--- src/rtl/round_robin_service_lookup_macros.svh ---
// Assertion macros for the round-robin service lookup sequencer.
`ifndef ROUND_ROBIN_SERVICE_LOOKUP_MACROS_SVH
`define ROUND_ROBIN_SERVICE_LOOKUP_MACROS_SVH

// Antecedent implies consequent in the same cycle.
`define RRSL_ASSERT_SAME(label, ante, cons, msg) \
    label: assert property (@(posedge clk) disable iff (!rst_n) (ante) |-> (cons)) \
        else $error(msg);

// Antecedent implies consequent in the following cycle.
`define RRSL_ASSERT_NEXT(label, ante, cons, msg) \
    label: assert property (@(posedge clk) disable iff (!rst_n) (ante) |=> (cons)) \
        else $error(msg);

`endif

--- src/rtl/rrsl_pkg.sv ---
// Shared constants and controller/datapath interface types.
package rrsl_pkg;

    localparam int MAX_JOBS_DEF = 1024;
    localparam int DEMAND_W     = 32;
    localparam int TICK_W       = 48;
    localparam int DIV_CNT_W    = $clog2(TICK_W + 1);

    typedef struct packed {
        logic load;
        logic init;
        logic scan_clr;
        logic scan_en;
        logic pick;
        logic mul;
        logic advance;
        logic div_start;
        logic div_step;
        logic finish;
    } cmd_t;

    typedef struct packed {
        logic scan_done;
        logic live_zero;
        logic fits;
        logic div_done;
        logic hit;
    } status_t;

endpackage

--- src/rtl/rrsl_ctrl.sv ---
// Query sequencer: steps scans, multiply, compare, divide and pick.
module rrsl_ctrl
(
    input  logic             clk,
    input  logic             rst_n,
    input  logic             in_valid,
    input  logic             kind,
    output logic             in_stall,
    output logic             out_valid,
    input  logic             out_stall,
    input  rrsl_pkg::status_t status,
    output rrsl_pkg::cmd_t    cmd
);
    import rrsl_pkg::*;

    `include "round_robin_service_lookup_macros.svh"

    typedef enum logic [2:0] {
        ST_IDLE,
        ST_SCAN,
        ST_MUL,
        ST_CMP,
        ST_DIV,
        ST_PICK,
        ST_RESULT
    } state_t;

    state_t state_reg, state_next;
    logic   out_valid_reg, out_valid_next;
    logic   accept;

    assign in_stall  = (state_reg != ST_IDLE) | (out_valid_reg & kind);
    assign accept    = in_valid & ~in_stall;
    assign out_valid = out_valid_reg;

    always_comb
    begin
        cmd            = '0;
        state_next     = state_reg;
        out_valid_next = out_valid_reg & out_stall;
        unique case (state_reg)
            ST_IDLE:
            begin
                if (accept && !kind)
                begin
                    cmd.load = 1'b1;
                end
                else if (accept)
                begin
                    cmd.init     = 1'b1;
                    cmd.scan_clr = 1'b1;
                    state_next   = ST_SCAN;
                end
            end
            ST_SCAN:
            begin
                cmd.scan_en = 1'b1;
                if (status.scan_done)
                begin
                    state_next = ST_MUL;
                end
            end
            ST_MUL:
            begin
                cmd.mul    = 1'b1;
                state_next = ST_CMP;
            end
            ST_CMP:
            begin
                if (status.live_zero)
                begin
                    state_next = ST_RESULT;
                end
                else if (status.fits)
                begin
                    cmd.div_start = 1'b1;
                    state_next    = ST_DIV;
                end
                else
                begin
                    cmd.advance  = 1'b1;
                    cmd.scan_clr = 1'b1;
                    state_next   = ST_SCAN;
                end
            end
            ST_DIV:
            begin
                if (status.div_done)
                begin
                    cmd.scan_clr = 1'b1;
                    state_next   = ST_PICK;
                end
                else
                begin
                    cmd.div_step = 1'b1;
                end
            end
            ST_PICK:
            begin
                cmd.scan_en = 1'b1;
                cmd.pick    = 1'b1;
                if (status.hit || status.scan_done)
                begin
                    state_next = ST_RESULT;
                end
            end
            ST_RESULT:
            begin
                cmd.finish     = 1'b1;
                out_valid_next = 1'b1;
                state_next     = ST_IDLE;
            end
            default:
            begin
                state_next = ST_IDLE;
            end
        endcase
    end

    always_ff @(posedge clk or negedge rst_n)
    begin
        if (!rst_n)
        begin
            state_reg     <= ST_IDLE;
            out_valid_reg <= 1'b0;
        end
        else
        begin
            state_reg     <= state_next;
            out_valid_reg <= out_valid_next;
        end
    end

    `RRSL_ASSERT_SAME(a_busy_stalls, state_reg != ST_IDLE, in_stall, "busy but not stalling")
    `RRSL_ASSERT_SAME(a_no_overwrite, cmd.finish, !out_valid_reg, "result overwrites item")
    `RRSL_ASSERT_NEXT(a_query_starts, accept && kind, state_reg != ST_IDLE, "query not started")

endmodule

--- config.mk ---
export PLATFORM = sky130hd
export DESIGN_NAME = rrsl_ctrl
export DESIGN_NICKNAME = d
export VERILOG_FILES = /design/src/rtl/rrsl_pkg.sv /design/src/rtl/rrsl_ctrl.sv
export VERILOG_INCLUDE_DIRS = /design/src /design/src/rtl
export SDC_FILE = /design/constraint.sdc
export NUM_CORES = 1
export LEC_CHECK = 0
export BUFFER_PORTS_ARGS = -buffer_cell sky130_fd_sc_hd__buf_2
export CORE_AREA = 4 4 41 43
export CTS_CLUSTER_DIAMETER = 40
export DETAILED_ROUTE_END_ITERATION = 10
export DIE_AREA = 0 0 45 47
export GPL_TIMING_DRIVEN = 1
export MAX_ROUTING_LAYER = met4
export SLEW_MARGIN = 20
export SYNTH_ARGS = -nofsm -noshare
export SYNTH_HDL_FRONTEND = slang
export SYNTH_SLANG_ARGS = --single-unit
--- constraint.sdc ---
create_clock -name clk -period 1.3 [get_ports clk]
set_clock_uncertainty 0.05 [all_clocks]
set_input_delay 0.325 -clock clk [delete_from_list [all_inputs] [get_ports clk]]
set_output_delay 0.325 -clock clk [all_outputs]
set_load 0.05 [all_outputs]
==> reports/results.tsv <==
metric	value	unit
FP Rows	13	
Max Cap Viol	0	
Non-Filler Instances	96	
Core Area	1301	um^2
Top FF cell, synth	dfrtp_1	
EDFF count, synth	0	
largest fanout on the critical path	3	
Final nets	92	
CTS tree	yes	
Initial Utilization	23.85	%
clock root cell	clkbuf_4	
DP Wirelength	826.1	um
Slew Viols, Final	0	
Crit Reg-Reg Startpoint	state_reg[2]	
Ports	22	
clock latency on the worst-skew pair	0.25	ns
clock-pin slew on the worst setup and hold paths	0.05	ns
r2r worst-path depth	4	
area grow syn2layout	173.8	%
post-route ant nets	0	
Slew headroom	86.23	%
WL per Instance	12.70	um
Die X	45	um
worst flop-to-flop path endpoint	state_reg[0]	
Final Hold Fails	0	
antenna cell count	0	
Placer Congestion	0.7547	
hold slack	0.2610	ns
YS warnings	0	
Lkg Pwr	0.3869	nW
unrepaired setup endpoints after global routing	yes	
Achievable Freq	563.7	MHz
Post-Syn Nets	47	
Vias per Instance	4.583	
synth unique cells	20	
Num CTS Buffers	3	
Data arrival, critical path	1.40	ns
Avg Synthesized Cell Area	8.386	um^2
first-pass GRT wire length	1.869	mm
Final Core Density	65.29	%
largest net degree at the start of global routing	6	
Worst setup EP type	output port	
max reg flops	3	
I/O Buffers	21	
Fill cells	115	
peak supply drop	1.437	mV
status	finished with violations	
die height	47	um
final setup margin	-0.4739	ns
HP Start	out_stall	
failing checks	setup timing	
Placed Cells	85	
crit start category	flip-flop	
vias in the first global route	450	
Gate Count Post-Synth	37	
Clock Sinks	4	
initial antenna violation count	0	
H-Tree Depth	1	
Initial DRC Count	1	
GR Overflow Total	0	
Post-synth ARST share	100.0	%
Pwr Density	2478	nW/um^2
Worst Hold Path EP	out_valid	
Via Count	440	
Longest Clk Path Bufs	2	
Routed WL	1.219	mm
WHS Path Cells	2	
Reg2Reg Setup Slack	0.04	ns
Worst Hold Class	in2reg	
DRC Markers	0	
Required @ worst endpoint	0.93	ns
die area	2115	um^2
DRT Pass-1 Iters	2	
setup violators final	11	
share of cells above drive strength 1	82.72	%
Tcrit/Tclk final	136.5	%
register area share after synthesis	32.26	%
#FFs+latches synth	4	
worst slew pin tran	0.2050	ns
WS Path Type	reg2out	
Final Power	2.105	mW
min Tclk post-route	1.774	ns
post-synthesis cell area	310.3	um^2
GRT Util Overall	12.66	%
-- how the worst max path moves through the flow --
stage                            start      to  slack (ns)  depth (start not counted)
after floorplan           state_reg[1]  cmd[8]       -0.53                          3
after global placement    state_reg[1]  cmd[8]       -0.25                          4
after detailed placement  state_reg[1]  cmd[8]       -0.30                          4
after CTS                 state_reg[1]  cmd[8]       -0.46                          4
after global routing      state_reg[1]  cmd[8]       -0.55                          4
final                     state_reg[0]  cmd[8]       -0.47                          4
-- layout by cell type, fill, tap and decap left out, types with 2 or more instances in the layout --
master	instances
o21ai_0	3
nor2_1	3
buf_8	7
buf_4	16
dfrtp_2	4
a21oi_2	2
buf_6	8
buf_2	9
clkbuf_4	3
nor3_4	2
nor2_4	2
-- power by group --
group	switching [mW]	internal [mW]	leakage [nW]	total [mW]
logic	0.883	0.778	0.326	1.66
clock network	0.0627	0.116	0.0150	0.179
registers	0.0769	0.189	0.0455	0.266
total	1.02	1.08	0.387	2.11
-- layer usage --
| metal | part of all wire (%) | up-vias | routed length (um) | track usage [%] |
|---|---|---|---|---|
| met2 | 55 | 12 | 665 | 21.47 |
| met5 | 0 | - | 0 | - |
| met1 | 40 | 205 | 490 | 13.93 |
| li1 | - | 221 | - | - |
| met3 | 3.7 | 2 | 45 | 2.299 |
| met4 | 1.4 | 0 | 17 | 7.018 |
-- per-stage QoR --
step | area, um^2 | worst slack, ns | TNS, ns
after floorplan | 379.1 | -0.5332 | -2.874
after global placement | 589.3 | -0.2496 | -1.860
after detailed placement | 589.3 | -0.3026 | -1.918
after CTS | 767.0 | -0.4553 | -4.030
after global routing | 849.6 | -0.5530 | -4.821
final | 849.6 | -0.4739 | -4.186
-- final cells by class --
cell class | count | area, um^2 | area share, %
timing repair buffer | 41 | 370.4 | 43.59
inverter | 1 | 11.26 | 1.325
sequential | 4 | 105.1 | 12.37
multi-input combinational | 31 | 317.8 | 37.41
clock buffer | 4 | 26.28 | 3.093
tap | 15 | 18.77 | 2.209
-- critical path: stages, from the launching register on --
cell     delay [ns]
dfrtp_2        0.43
nor3_4         0.21
nand2_2        0.08
nor3b_2        0.23
buf_6          0.19
-- cell families (layout without fill, tap and decap cells) --
kind of cell | count (synthesis) | count (layout) | share of synthesized area (%)
simple gates | 22 | 22 | 45.16
compound gates | 9 | 9 | 17.74
flops | 4 | 4 | 32.26
buf+inv | 2 | 46 | 4.837
-- synthesized netlist by cell type (2+ instances only) --
library cell	instances	area share (%)
o21ai_0	3	4.8
o21bai_1	2	4.8
nor3_1	3	4.8
a21oi_1	2	3.2
nor3b_1	2	4.8
dfrtp_1	4	32
nor2_1	6	7.3
nand2_1	3	3.6
-- repair_timing --
item | CTS | global route
pin swaps | 1 | 9
endpoints found under the setup margin | 12 | 14
setup buffers | 4 | 3
gates resized for setup | 34 | 17
hold buffers | 1 | 0
hold endpoints to repair | 4 | 0
No activity file was read; power rests on OpenSTA's default activity.
